### src/rtl/core/nfs_pkg.sv
package nfs_pkg;

    localparam int MAX_SECTIONS = 256;
    localparam int MAX_LINES    = 64;

    localparam int SEC_W     = $clog2(MAX_SECTIONS);
    localparam int SEC_CNT_W = $clog2(MAX_SECTIONS + 1);
    localparam int LINE_W    = (MAX_LINES > 1) ? $clog2(MAX_LINES) : 1;
    localparam int LCNT_W    = $clog2(MAX_LINES + 1);

    localparam int SEG_DEPTH  = (2 ** SEC_W) * (2 ** LINE_W);
    localparam int INFO_DEPTH = 2 ** SEC_W;

    localparam int X_W      = 20;
    localparam int X2_W     = X_W + 1;
    localparam int DIST_W   = X_W + 2;
    localparam int CORR_W   = 16;
    localparam int TOL_W    = CORR_W + X_W;
    localparam int SCALE_SH = 7;
    localparam int CFG_W    = 20;

    localparam logic [1:0] CFG_SECTION_COUNT   = 2'd0;
    localparam logic [1:0] CFG_GLOBAL_STEP     = 2'd1;
    localparam logic [1:0] CFG_STEP_CORRECTION = 2'd2;

    localparam logic [15:0] STEP_CORR_RESET = 16'd256;

    typedef enum logic [1:0] {
        OP_SEG_WR  = 2'd0,
        OP_INFO_WR = 2'd1,
        OP_QUERY   = 2'd2
    } t_op;

    typedef enum logic [2:0] {
        S_IDLE,
        S_TOL,
        S_NEXT,
        S_INFO,
        S_SCAN,
        S_DECIDE,
        S_DONE
    } t_state;

    typedef struct packed {
        logic [1:0]  op;
        logic [7:0]  section;
        logic [5:0]  line;
        logic [19:0] x_pos;
        logic [19:0] seg_width;
        logic [6:0]  line_count;
        logic [19:0] ave_step;
        logic        step_known;
        logic        direction;
    } t_in_item;

    typedef struct packed {
        logic       found;
        logic [7:0] match_section;
        logic [5:0] match_line;
    } t_out_item;

    typedef struct packed {
        logic [X_W-1:0] left;
        logic [X_W-1:0] width;
    } t_seg;

    typedef struct packed {
        logic [6:0]     line_count;
        logic [X_W-1:0] ave_step;
        logic           step_known;
    } t_info;

    typedef struct packed {
        logic clear;
        logic update;
    } t_near_ctl;

endpackage

### src/rtl/core/nfs_near.sv
module nfs_near
    import nfs_pkg::*;
(
    input  logic              i_clk,
    input  logic              i_rst_n,
    input  t_near_ctl         i_ctl,
    input  logic [X2_W-1:0]   i_x2,
    input  t_seg              i_seg,
    input  logic [LINE_W-1:0] i_line,
    output logic              o_have,
    output logic [DIST_W-1:0] o_best,
    output logic [LINE_W-1:0] o_best_line
);

    logic              r_have;
    logic [DIST_W-1:0] r_best;
    logic [LINE_W-1:0] r_best_line;

    logic [DIST_W-1:0] c2;
    logic [DIST_W-1:0] x2_ext;
    logic [DIST_W-1:0] seg_dist;
    logic              take;

    always_comb begin
        c2       = DIST_W'({i_seg.left, 1'b0}) + DIST_W'(i_seg.width);
        x2_ext   = DIST_W'(i_x2);
        seg_dist = (x2_ext > c2) ? (x2_ext - c2) : (c2 - x2_ext);
        // zero-width segments skipped, first of equal minima kept
        take     = i_ctl.update && (i_seg.width != '0) && (!r_have || (seg_dist < r_best));
    end

    always_ff @(posedge i_clk) begin
        if (!i_rst_n) begin
            r_have <= 1'b0;
        end else if (i_ctl.clear) begin
            r_have <= 1'b0;
        end else if (take) begin
            r_have <= 1'b1;
        end
    end

    always_ff @(posedge i_clk) begin
        if (take) begin
            r_best      <= seg_dist;
            r_best_line <= i_line;
        end
    end

    assign o_have      = r_have;
    assign o_best      = r_best;
    assign o_best_line = r_best_line;

endmodule
### config.mk
export PLATFORM = sky130hd
export DESIGN_NAME = nfs_near
export DESIGN_NICKNAME = d
export VERILOG_FILES = /design/src/rtl/core/nfs_pkg.sv /design/src/rtl/core/nfs_near.sv
export SDC_FILE = /design/constraint.sdc
export NUM_CORES = 1
export LEC_CHECK = 0
export BUFFER_PORTS_ARGS = -buffer_cell sky130_fd_sc_hd__buf_2
export CAP_MARGIN = 20
export CORE_UTILIZATION = 35
export DETAILED_ROUTE_END_ITERATION = 10
export HOLD_SLACK_MARGIN = 0.12
export PLACE_DENSITY_LB_ADDON = 0.12
export SLEW_MARGIN = 20
export SYNTH_ARGS = -nofsm -noshare
export SYNTH_HDL_FRONTEND = slang
export SYNTH_SLANG_ARGS = --single-unit
### constraint.sdc
create_clock -name i_clk -period 9.2 [get_ports i_clk]
set_input_delay 0 -clock i_clk [delete_from_list [all_inputs] [get_ports i_clk]]
set_output_delay 0 -clock i_clk [all_outputs]
set_load 0.02 [all_outputs]
Word level (Yosys, flattened, before mapping)
Index checks and enable logic that the tools add are counted.
- register bits after elaboration: 29
- input bits: 71
- output and inout bits: 29
- word-level logic and storage cells: 16
- add/sub/neg operators: 3
- magnitude comparators: 2
- mux-type cells: 1
- bitwise logic cells: 1
- reduce and logical (&&, ||, !) cells: 6
- operators with widths (kind ; count):
    $add 21x20->22 ; 1
    $gt 21x22->1 ; 1
    $lt 22x22->1 ; 1
    $mux 22 ; 1
    $sub 21x22->22 ; 1
    $sub 22x21->22 ; 1
    $reduce_bool 20->1 ; 1
    $logic_and 1x1->1 ; 2
    $reduce_or 2->1 ; 1
    $logic_not 1->1 ; 1
    $logic_or 1x1->1 ; 1
    $not 1->1 ; 1

Longest topological paths before layout
- word-level depth: 6
- gate-level depth with buffers: 29
- gate-level depth less buffers: 28

Least setup slack after synthesis
Ideal clock, no wire load.
- path type: input-to-reg
- start: input i_seg[1] (netlist bit)
- end: register r_best[0], in the netlist o_best[0], enable pin
- library setup time: 0.417 ns
- arrival time: 6.441 ns
- data required time: 8.783 ns
- setup slack: 2.343 ns
- cell stages on the path: 29
- path buffers: 2
- cells stage by stage: ha_1 fa_1 a211oi_1 o21a_1 o21a_1 o21ai_1 a21o_1 a21oi_1 xnor2_1 ha_1 buf_6 a21o_1 a21o_1 a211o_1 or3_4 o211ai_2 a21oi_2 buf_6 mux2i_1 xnor2_1 ha_1 a21o_1 a21o_1 a21oi_1 nor2b_1 o21ai_0 a21oi_1 o41a_1 o21ai_1
- longest elaborated chain between the ends: 6
- elaborated cells on any way between the ends: 10
- those cells by class: add/sub (3); order compare (2); mux (1); reduce/logical (4)
- RTL lines (element ; RTL line ; source):
    start, declared ; nfs_near.sv:8 ; input t_seg i_seg,
    $add 21x20->22 (*) ; nfs_near.sv:25 ; c2 = DIST_W'({i_seg.left, 1'b0}) + DIST_W'(i_seg.width);
    $sub 22x21->22 (tied with other cells) ; nfs_near.sv:27 ; seg_dist = (x2_ext > c2) ? (x2_ext - c2) : (c2 - x2_ext);
    $mux 22 (*) ; nfs_near.sv:27 ;
    via seg_dist[7] ; nfs_near.sv:21 ; logic [DIST_W-1:0] seg_dist;
    $lt 22x22->1 (*) ; nfs_near.sv:29 ; take = i_ctl.update && (i_seg.width != '0) && (!r_have || (seg_dist < r_best));
    $logic_or 1x1->1 (*) ; nfs_near.sv:29 ;
    $logic_and 1x1->1 (*) ; nfs_near.sv:29 ;
    via take ; nfs_near.sv:22 ; logic take;
    end signal, assigned ; nfs_near.sv:44 ; r_best <= seg_dist;
    end, declared ; nfs_near.sv:16 ; logic [DIST_W-1:0] r_best;
Mark *: on every way through the listed nets, which the timed path passes. The rest lies on a longest branch.
A chain may end at the register's enable or synchronous reset.

Worst setup path after layout
- start: input i_seg[2] (netlist bit)
- end: register r_best[19], in the netlist o_best[19], enable pin
The elaborated chain is that of the path after synthesis.

==> out/qor.yml <==
route:
  drt_iter0_markers: 252
  drt-vias-per-instance: 5.03
  detailroute.via_count: 4096
  drt_first_pass_iters: 4
  routedWlPerCell_um: 14.3
  ant_nets: 0
  totalWireLength_um: 11700
  drc: 0
clocking:
  cts_sinks: 29
  post_cts_buffers: 0
  insertion_delay_ps: 270
  cts.path.max_buffers: 2
  cts_tree: "done"
  ctsResizeCount: 0
  clk_pin_slew_ps: 50
  htreeDepth: 2
  cts_made_buffers: 5
  cts-root-buf: "clkbuf_16"
synth:
  synth_most_common_cell: "ha_1"
  synthTopCellsByArea: "ha_1 (22%), edfxtp_1 (18%), a21o_1 (6.2%), inv_1 (5.9%), a21oi_1 (4.8%)"
  synth_top_cell_by_area: "ha_1"
  synthArstFlopShare: 0
  synth_edf_count: 28
  synth_top_area_frac: 0.222
  synth_cells: 543
  ys.flop_type: "edfxtp_1"
  syn_avg_cell_area_um2: 8.50
  ys_types: 65
  seq_area_frac_synth: 0.186
  ys.warnings.count: 0
  syn_area_mm2: 0.00462
  synth_seq_cells: 29
  synth_common_cells: "ha_1 (82), inv_1 (73), a21oi_1 (44)"
  synthesis.nets: 699
flow_run:
  cap_violations: 0
power_and_ir_drop:
  p_int_mw: 0.698
  combPwrFrac: 0.678
  power_switching_mw: 0.602
  p_per_area_mw_per_mm2: 238
  p_sw_frac: 0.463
  power_mw: 1.30
  pwr-share-seq: 0.205
  p_clk_frac: 0.117
  ir_drop_uv: 77.1
  leakagePower_nw: 2.83
die:
  io_pins: 100
  start_util: 0.363
  die_y_um: 117
  core_mm2: 0.0127
  die_w_um: 117
  dieArea_mm2: 0.0137
  fp-row-count: 41
placement:
  place_area_mm2: 0.00524
  dp_cells: 799
  gp_congestion: 0.912
  io_buffers: 99
  place_hpwl_um: 10100
sta:
  max-slew-margin-rel: 0.545
  rsz0062_at_grt: "false"
  setup_tns_ps: 0
  report.final.slew_viol_count: 0
  setup_violations: 0
  fmax_mhz: 141
  finalHoldViolations: 0
  worstMarginPinSlew_ps: 682
  layout_min_cycle_time_ps: 7090
  finClkSkew_ps: 4.14
  period_share: 0.770
min_path:
  holdCritStartpoint: "i_seg[0]"
  hold_path_depth: 3
  whs_endpoint: "o_best[0]"
  hp-class: "in2reg"
grt:
  antenna_found_initial: 0
  grt_max_degree: 18
  grt_pass1_vias: 4027
  grt_pass1_wl_um: 19100
  grt_overflow: 0
  track_usage: 0.179
finish:
  layoutNonFillerInstCount: 815
  final_area_mm2: 0.00546
  fin_util: 0.429
  num-nets-final: 798
  antenna_cells: 0
  nFillCells: 1315
  multi_input_area_mm2: 0.00338
  post_route_cells_drive_above_1_share: 0.190
  areaGrowthSynthToFinish_pct: 18.2
  seqCellArea_um2: 861
worst_setup_path:
  crit_path_end_kind: "flop"
  critPathRequiredTime_ps: 9160
  crit_top_cell: "o21a_1"
  r2r_start: "o_best[1]"
  critPathMaxFanout: 17
  arrival_ps: 7050
  setup.worst_path.start: "i_seg[2]"
  r2r_slack_ps: 6090
  worstSetupPathType: "in2reg"
  crit_family: "compound AO/OA/AOI/OAI gates"
  worst_path_max_delay_cell: "a21oi_2"
  slowest_delay_ps: 560
  cp_num_cells: 28
  r2r_cells: 11
  start_kind: "input port"
  path_buf_inv: 3
  r2r-end: "o_best[19]"
run_status:
  status: "complete, no violations"
[sequential cells by signal (all words and copies together) (netlist names)]
register     cells
o_best          22
o_best_line      6
o_have           1
[per-stage QoR]
stage / hold WS [ps] / setup slack [ps]
4_1_cts: 247 / 2110
3_5_place_dp: 168 / 1830
2_1_floorplan: 76.1 / 2340
3_3_place_gp: 162 / 2000
5_1_grt: 301 / 1520
6_report: 266 / 2110
[routing by layer]
metal	track usage	up-vias	wire, µm
met5	0	-	0
met4	0.0675	0	249
met3	0.0175	15	523
met2	0.291	106	5080
met1	0.245	1839	5850
li1	-	2136	-
[how the worst max path moves through the flow]
stage / end / slack [ps]
after floorplan: o_best[0] / 2340
after global placement: o_best[19] / 2000
after detailed placement: o_best[19] / 1830
after CTS: o_best[19] / 2110
after global routing: o_best[20] / 1520
final: o_best[19] / 2110
[what timing repair did]
item	4_1_cts	5_1_grt
hold buffers	8	0
hold endpoints to repair	7	0
endpoints found under the setup margin	0	0
[cells by family after synthesis]
| group | share of synthesized area |
|---|---|
| AOI/OAI and AO/OA | 0.250 |
| xor gates and xnor gates | 0.0775 |
| adders and majority gates | 0.235 |
| buffers and inverters | 0.0832 |
| DFF | 0.186 |
| muxes | 0.0447 |
| and+or+nand+nor | 0.123 |
[tightest hold or removal path, stage by stage]
cell	delay (ps)
buf_2	120
ha_1	200
inv_1	50
[area by class of cell]
| class | count | share of cell area |
|---|---|---|
| Multi-Input combinational cell | 424 | 0.619 |
| Sequential cell | 29 | 0.158 |
| Timing Repair Buffer | 109 | 0.108 |
| Inverter | 73 | 0.0502 |
| Tap cell | 172 | 0.0394 |
| Clock buffer | 6 | 0.0236 |
| Clock inverter | 2 | 0.00183 |
[cells in the final DEF (no fill, tap or decap), types with 4 or more instances in the layout]
master         count
a211oi_1           5
a21o_1            38
a21oi_1           44
a31oi_1            4
and2_1             4
and3_1             4
buf_2             99
clkbuf_16          5
dlygate4sd3_1      8
edfxtp_1          28
ha_1              82
inv_1             73
mux2i_1           18
nand2_1           24
nand2b_1           8
nand4_1            9
nor2_1            23
nor2b_1           10
nor3_1             6
nor4_1             6
o21a_1            14
o21ai_0           20
o21ai_1            9
o31ai_1            4
xnor2_1           22
xor2_1            17
[power by group through the flow]
stage	registers, mW	logic [mW]	clock network (mW)
2_1_floorplan	0.345	0.581	0
4_1_cts	0.268	0.885	0.156
3_5_place_dp	0.269	0.880	0
3_3_place_gp	0.269	0.871	0
6_report	0.267	0.882	0.152
5_1_grt	0.274	0.995	0.161
(Power assumes the default switching activity.)
