[src/rtl/core/nfs_ram.sv]
module nfs_ram #(
    parameter int WIDTH = 8,
    parameter int DEPTH = 16
) (
    input  logic                     i_clk,
    input  logic                     i_wr_en,
    input  logic [$clog2(DEPTH)-1:0] i_wr_addr,
    input  logic [WIDTH-1:0]         i_wr_data,
    input  logic                     i_rd_en,
    input  logic [$clog2(DEPTH)-1:0] i_rd_addr,
    output logic [WIDTH-1:0]         o_rd_data
);

    logic [WIDTH-1:0] r_mem [DEPTH];
    logic [WIDTH-1:0] r_rd_data;

    always_ff @(posedge i_clk) begin
        if (i_wr_en) begin
            r_mem[i_wr_addr] <= i_wr_data;
        end
        if (i_rd_en) begin
            r_rd_data <= r_mem[i_rd_addr];
        end
    end

    assign o_rd_data = r_rd_data;

endmodule

[config.mk]
export PLATFORM = sky130hd
export DESIGN_NAME = nfs_ram
export DESIGN_NICKNAME = d
export VERILOG_FILES = /design/src/rtl/core/nfs_ram.sv
export SDC_FILE = /design/constraint.sdc
export NUM_CORES = 1
export LEC_CHECK = 0
export BUFFER_PORTS_ARGS = -buffer_cell sky130_fd_sc_hd__buf_4
export CAP_MARGIN = 20
export CORE_ASPECT_RATIO = 2
export CORE_MARGIN = 4
export CORE_UTILIZATION = 35
export DETAILED_ROUTE_END_ITERATION = 6
export PLACE_DENSITY = 0.57
export SYNTH_ARGS = -nofsm -noshare
export SYNTH_HDL_FRONTEND = slang
export SYNTH_SLANG_ARGS = --single-unit
[constraint.sdc]
create_clock -name i_clk -period 1.48 [get_ports i_clk]
set_input_delay 0.074 -clock i_clk [delete_from_list [all_inputs] [get_ports i_clk]]
set_output_delay 0.074 -clock i_clk [all_outputs]
set_load 0.03 [all_outputs]
Word level (Yosys, flattened, before mapping)
Memory sizes are Yosys's and may differ from the RTL's. A register that Yosys moved wholly into a read port is not among the register bits.
Cells that the tools add are included.
Cells by class
  mux-type cells: 2
Operators with widths (number)
  $mux 1: 2
Word-level totals
  word-level logic and storage cells: 3
  register bits after elaboration: 0
  memories: 1
  memory bits (writable): 128
  input bits: 19
  output and inout bits: 8
Memory list
  r_mem: depth 16, width 8, rd ports 1, clocked after Yosys merged registers in 1, write ports 1, RTL line 14  | logic [WIDTH-1:0] r_mem [DEPTH];

Depth between registers and ports, before layout
Gate-level depths: netlist (run 1).
  depth in word-level cells: 2
  mapped depth: 5
  gate-level depth less buffers: 3

Worst setup path before layout (run 1)
No wires, ideal clock.
  path type: in2reg
  from: input i_wr_addr[2]
  to: memory r_mem[0][0], enable pin
  setup time: 0.383 ns
  arrival time: 1.184 ns
  data required time: 1.097 ns
  path buffers: 0
  setup slack: -0.087 ns
  stages on the path: 2
  cell sequence: or3b_2 -> nor3_1
RTL lines
  start, declared: RTL line 7  | input logic [$clog2(DEPTH)-1:0] i_wr_addr,
  end, declared: RTL line 14
Straight into the memory's write port.

==> metrics.csv, run 1 <==
metric,value,unit
synth_compound_area_share,2.30,%
crit_path_end_kind,flip-flop,
grt_pass1_vias,2795,
grtUsageTotal,14.0,%
use_met1,14.0,%
vias,2497,
cpPeakStageDelay,510,ps
grt_max_degree,19,
synth_simple_gate_area_share,3.14,%
syn_inst,229,
hold_violations,0,
cpMaxStageDelayCell,mux4_2,
slew_headroom,67.9,%
drive_above_1_share,34.1,%
syn_area_per_cell,22.8,um^2
initial_utilization,35.5,%
cts_made_buffers,17,
core,14700,um^2
busiest_layer,met2,
worstPathMaxFanout,1,
seq_area,4080,um^2
clock.fmax,690,MHz
finalWirelength,10700,um
ir_worst_vdd,0.000744,V
port-buffer-count,26,
die_y,181,um
grtUsageMet2,26.2,%
setup_tns,0,ps
root_buffer,clkbuf_16,
synth_mux_area_share,14.8,%
cts_tree,done,
gp_congestion,0.720,
first_pass_iters,4,
tightest_slew,481,ps
ys_types,18,
final_nets,321,
place_hpwl,7450,um
ctsHtreeMaxLevel,4,
synth_top_family_by_area,multiplexers,
fp.dieArea,17100,um^2
syn-cell-area,5230,um^2
period_share,97.9,%
drc,0,
diodes,0,
fin_total_pwr,8.47,mW
status,completed,
hold_class,input port to flip-flop,
synth_xor_area_share,0,%
max_cap_violations,0,
worstPathArrival,1600,ps
grt_use_met3,2.96,%
final_area,6470,um^2
grt_pass1_wl,16600,um
worstSkewPairLatency,410,ps
area_growth,23.8,%
setup_slack,30.5,ps
clk_pin_slew,50,ps
synthesis.nets,248,
ios,27,
placed_cell_area,5870,um^2
yosysSeqAreaShare,78.1,%
power_density,1310,nW/um^2
maxSlewViolCount,0,
multi_input_area,1080,um^2
min_period,1450,ps
cp-start-kind,flip-flop,
finClkSkew,5.91,ps
die_x,94.4,um
final_antenna_net_count,0,
ys_ff_latch,136,
leakagePower,2.18,nW
whs,165,ps
vias_per_cell,4.93,
crit_type,flip-flop to flip-flop,
cp.required,1630,ps
antenna_found_initial,0,
grt_overflow,0,
drt_iter0_markers,139,
core.rowCount,63,
clock-sinks,136,
final-setup-viol-count,0,
yosysWarnings,0,
clock_path_buffers,2,
place_ws,-98.8,ps
wire_per_inst,21.1,um
synthAdderAreaFrac,0,%
critical_path.cell_chain,mux4_2 > a22oi_2 > nand2_1,
n_fill_cell,1267,
## kinds of logic after synthesis
logic type             Yosys count
AOI/OAI and AO/OA               16
buffers and inverters           10
DFF                            136
muxes                           32
and+or+nand+nor                 35
## repair_timing
action	4_1_cts	5_1_grt
endpoints found under the setup margin	1	4
pin swaps	0	1
setup buffers	0	0
endpoints found under the hold margin	136	0
hold buffers	9	0
gates cloned	0	0
resized for setup	2	7
## sequential cells by signal, indices dropped and copies added (netlist names)
name,cells
o_rd_data,8
r_mem,128
## cell usage after synthesis
cell	count	area, um^2
edfxtp_1	136	4080
mux4_2	18	405
a22oi_1	16	120
mux4_1	14	368
nor2_1	13	48.8
nand2_1	9	33.8
nor3_1	4	20.0
buf_2	3	15.0
buf_6	3	33.8
clkdlybuf4s25_2	3	30.0
nand2b_1	2	12.5
nand3b_1	2	15.0
and2_1	1	6.26
and2b_1	1	7.51
buf_4	1	7.51
nand3_1	1	5.00
nor2b_1	1	6.26
or3b_2	1	8.76
## path summary, 6_finish.rpt
| path | cells past startpoint | start | to | slack (ps) |
|---|---|---|---|---|
| hold reg to reg | 3 | r_mem[14][0] | o_rd_data[0] | 760 |
| hold / removal | 3 | i_wr_addr[1] | r_mem[0][0] | 160 |
| setup / recovery | 3 | r_mem[3][1] | o_rd_data[1] | 30 |
| setup reg to reg | 3 | r_mem[3][1] | o_rd_data[1] | 30 |
## final cells by class
type / instances / area share [%]
repair buffers: 64 / 8.74
well taps: 195 / 3.77
clock inverters: 7 / 0.889
clock buffers: 21 / 6.80
multi-input cells: 83 / 16.7
flip-flops and latches: 136 / 63.1
## placed cells by master, fill, tap and decap left out, types with 3 or more instances in the layout
cell / instances
clkinv_2: 4
edfxtp_1: 136
dlygate4sd3_1: 9
a22oi_2: 6
mux4_2: 21
mux4_1: 11
clkbuf_1: 4
buf_12: 5
nand2_1: 9
clkbuf_16: 17
buf_4: 50
a22oi_1: 10
nor3_1: 3
nor2_1: 13
## metrics by stage
step           instances  util (%)
2_1_floorplan        229         -
3_3_place_gp         469      39.8
3_5_place_dp         469      39.8
4_1_cts              506      43.8
5_1_grt              506      43.9
6_report             506      43.9
## routing by layer
metal	routed length, um	part of all wire (%)
met1	3700	35
met2	6340	60
met4	243	2.3
met3	365	3.4
met5	0	0
## power breakdown
part	total, mW	internal [mW]	switching [mW]	leakage, nW
clock network	3.59	2.24	1.35	0.247
registers	4.37	4.34	0.0215	1.24
logic	0.513	0.238	0.276	0.699
total	8.47	6.82	1.65	2.18
## critical path: cells and delay by family, from the launching register on
family           cells  cell delay (ps)
multiplexers         1              510
AO/OA/AOI/OAI        1              230
AND/OR/NAND/NOR      1               90
flip-flops           1              360
Power figures use the tool's default switching activity.
==> inputs of run 2 (changes only) <==
--- a/config.mk
+++ b/config.mk
@@ -8,10 +8,11 @@
 export BUFFER_PORTS_ARGS = -buffer_cell sky130_fd_sc_hd__buf_4
 export CAP_MARGIN = 20
 export CORE_ASPECT_RATIO = 2
-export CORE_MARGIN = 4
+export CORE_MARGIN = 3
 export CORE_UTILIZATION = 35
 export DETAILED_ROUTE_END_ITERATION = 6
 export PLACE_DENSITY = 0.57
+export REMOVE_ABC_BUFFERS = 1
 export SYNTH_ARGS = -nofsm -noshare
 export SYNTH_HDL_FRONTEND = slang
 export SYNTH_SLANG_ARGS = --single-unit
==> metrics.csv, run 2 (same netlist as run 1, synthesis figures left out) <==
metric,value,unit
status,completed,
worstPathMaxFanout,1,
final-setup-viol-count,0,
final_common_cell,edfxtp_1,
antenna_found_initial,0,
cp.required,1670,ps
cts_tree,done,
post-cts-setup-buffers,0,
crit_type,flip-flop to flip-flop,
period_share,98.6,%
fp.dieArea,16500,um^2
leakagePower,2.24,nW
die_y,179,um
diodes,0,
cpMaxStageDelayCell,mux4_2,
cpPeakStageDelay,490,ps
cts_made_buffers,25,
worstPathArrival,1650,ps
gp_congestion,0.733,
multi_input_area,1080,um^2
area_growth,26.0,%
grt_overflow,0,
core.rowCount,62,
critical_path.cell_chain,mux4_2 > a22oi_2 > nand2_1,
drt_iter0_markers,189,
final_nets,329,
layout_common_cells,"136 x edfxtp_1, 53 x buf_4, 25 x clkbuf_16",
worstSkewPairLatency,450,ps
vias_per_cell,4.93,
final_antenna_net_count,0,
hold_violations,0,
whs,151,ps
clock-sinks,136,
grt_pass1_wl,16100,um
ios,27,
ir_worst_vdd,0.000532,V
finalWirelength,10600,um
die_x,92.4,um
first_pass_iters,4,
maxSlewViolCount,0,
grt_pass1_vias,2716,
drive_above_1_share,34.2,%
port-buffer-count,26,
wire_per_inst,20.8,um
drc,0,
finClkSkew,11.5,ps
min_period,1460,ps
largest_register_ffs,128,
min-delay-start,i_wr_addr[0],
ctsHtreeMaxLevel,4,
core,14500,um^2
hold_class,input port to flip-flop,
startpoint,r_mem[2][4],
place_hpwl,7430,um
timing.rr.start,r_mem[2][4],
power_density,1420,nW/um^2
cp-start-kind,flip-flop,
clock_path_buffers,3,
tightest_slew,970,ps
vias,2504,
grtUsageTotal,13.6,%
rsz0062_at_grt,yes,
grt_max_degree,21,
largest-register,r_mem,
root_buffer,clkbuf_16,
max_cap_violations,0,
clock.fmax,685,MHz
initial_utilization,36.0,%
post-route-util,45.4,%
n_fill_cell,1241,
clk_pin_slew,50,ps
slew_headroom,35.1,%
crit_path_end_kind,flip-flop,
seq_area,4080,um^2
run 2: repair_timing:
action / in CTS / in global routing
gates resized for setup: 3 / 5
pin swaps: 1 / 0
hold endpoints to repair: 136 / 0
setup endpoints to repair: 2 / 5
hold buffers: 9 / 0
run 2: routing by layer:
layer / part of all wire, % / vias to the layer above / global-route usage [%]
met2: 59 / 66 / 26.1
met4: 2.3 / 0 / 6.20
met3: 3.6 / 18 / 2.60
met5: 0 / - / 0
li1: - / 1135 / -
met1: 35 / 1285 / 13.9
run 2: worst max-delay path: cells and delay by family (launching register included):
kind,cells,cell delay (ps)
muxes,1,490
AOI/OAI and AO/OA,1,250
and+or+nand+nor,1,80
DFF,1,380
run 2: metrics by stage:
stage	power [mW]	cells	instance area, um^2	TNS [ps]	setup slack (ps)
2_1_floorplan	4.65	219	5140	-695	-86.9
3_3_place_gp	4.91	466	5820	-398	-152
3_5_place_dp	4.92	466	5820	-414	-149
4_1_cts	9.46	508	6570	0	9.00
5_1_grt	9.67	508	6590	-9.36	-5.03
6_report	9.36	508	6590	0	20.9
run 2: area by class of cell:
class	instances	share of cell area (%)
Multi-Input combinational cell	83	16.4
Sequential cell	136	62.0
Timing Repair Buffer	64	8.01
Clock buffer	28	9.67
Tap cell	192	3.65
Clock inverter	5	0.304
run 2: worst paths after layout:
check             slack, ps            to  cells past startpoint
setup / recovery         20  o_rd_data[4]                      3
hold / removal          150   r_mem[4][7]                      3
hold reg to reg         740  o_rd_data[4]                      3
setup reg to reg         20  o_rd_data[4]                      3
run 2: report_power, final:
part	total (mW)	switching [mW]	internal, mW
clock network	4.49	1.49	2.99
logic	0.500	0.271	0.229
registers	4.37	0.0223	4.35
total	9.36	1.79	7.57
==> inputs of run 3 (changes only) <==
--- a/config.mk
+++ b/config.mk
@@ -9,9 +9,9 @@
 export CAP_MARGIN = 20
 export CORE_ASPECT_RATIO = 2
 export CORE_MARGIN = 3
-export CORE_UTILIZATION = 35
+export CORE_UTILIZATION = 54
 export DETAILED_ROUTE_END_ITERATION = 6
-export PLACE_DENSITY = 0.57
+export PLACE_DENSITY = 0.79
 export REMOVE_ABC_BUFFERS = 1
 export SYNTH_ARGS = -nofsm -noshare
 export SYNTH_HDL_FRONTEND = slang
==> metrics.csv, run 3 (same netlist as run 1, synthesis figures left out) <==
metric,value,unit
area_growth,22.4,%
finalWirelength,9970,um
cts_made_buffers,17,
die_y,145,um
ctsHtreeMaxLevel,4,
fp.dieArea,11000,um^2
core.rowCount,50,
antenna_found_initial,0,
clk_pin_slew,60,ps
die_x,75.6,um
min_period,1430,ps
max_cap_violations,0,
vias_per_cell,6.07,
grt_overflow,0,
n_fill_cell,567,
clock-sinks,136,
cts_tree,done,
grt_max_degree,33,
power_density,1430,nW/um^2
clock_path_buffers,2,
period_share,96.7,%
worstPathArrival,1590,ps
port-buffer-count,26,
largest-register,r_mem,
drt_iter0_markers,217,
seq_area,4080,um^2
vias,2513,
crit_type,flip-flop to flip-flop,
ios,27,
finClkSkew,8.13,ps
ir_worst_vdd,0.00103,V
clock.fmax,699,MHz
tightest_slew,414,ps
worstPathMaxFanout,1,
rsz0062_at_grt,no,
diodes,0,
post-route-util,68.2,%
grt_pass1_vias,2705,
status,completed,
setup_tns,0,ps
final-setup-viol-count,0,
core,9380,um^2
final_common_cell,edfxtp_1,
grt_pass1_wl,15400,um
final_area,6400,um^2
worstSkewPairLatency,420,ps
crit_path_end_kind,flip-flop,
cp.required,1640,ps
largest_register_ffs,128,
initial_utilization,55.7,%
maxSlewViolCount,0,
gp_congestion,0.782,
grtUsageTotal,20.4,%
layout_common_cells,"136 x edfxtp_1, 48 x buf_4, 19 x mux4_2",
final_antenna_net_count,0,
hold_violations,0,
slew_headroom,72.4,%
cp-start-kind,flip-flop,
leakagePower,2.20,nW
hold_class,input port to flip-flop,
multi_input_area,1060,um^2
drc,0,
drive_above_1_share,32.9,%
final_nets,317,
first_pass_iters,4,
wire_per_inst,24.1,um
root_buffer,clkbuf_16,
placed_cell_area,5690,um^2
## run 3: area by class of cell
class / instances / share of cell area (%)
timing repair buffer: 60 / 7.98
sequential: 136 / 63.8
tap: 104 / 2.03
multi-input combinational: 83 / 16.6
clock buffer: 17 / 6.65
clock inverter: 14 / 2.86
## run 3: power by group
part           total (mW)  internal (mW)  switching, mW
sequential           4.36           4.34         0.0225
combinational       0.479          0.223          0.256
clock                4.31           2.79           1.53
## run 3: worst max-delay path, cell delays in order (launching register included)
cell and delay [ps]:
edfxtp_1 350, mux4_1 500, a22oi_1 230, nand2_1 100
## run 3: worst paths after layout
kind           startpoint      endpoint  slack, ps  cells past startpoint
min          i_wr_addr[0]   r_mem[4][3]        180                      3
max reg2reg   r_mem[1][1]  o_rd_data[1]         50                      3
min reg2reg   r_mem[5][0]  o_rd_data[0]        740                      3
max           r_mem[1][1]  o_rd_data[1]         50                      3
## run 3: through the flow
| stage | total power [mW] | hold slack (ps) | setup WS (ps) | cells |
|---|---|---|---|---|
| finish | 9.16 | 177 | 49.1 | 414 |
| global route | 9.42 | 182 | 21.7 | 414 |
| CTS | 9.22 | 166 | 47.9 | 414 |
| detailed placement | 4.90 | 386 | -33.6 | 374 |
| global placement | 4.88 | 360 | -19.4 | 374 |
| floorplan | 4.65 | 173 | -86.9 | 219 |
## run 3: repair_timing
action / in CTS / in global routing
hold endpoints to repair: 136 / 0
setup buffers: 0 / 0
endpoints found under the setup margin: 1 / 1
resized for setup: 2 / 1
hold buffers: 9 / 0
## run 3: layer usage
metal  wire, um  track usage, %  share of wire (%)
met5          0               0                  0
met3        462            6.24                4.6
met2       5580            32.7                 56
met1       3670            24.8                 37
met4        250            9.28                2.5
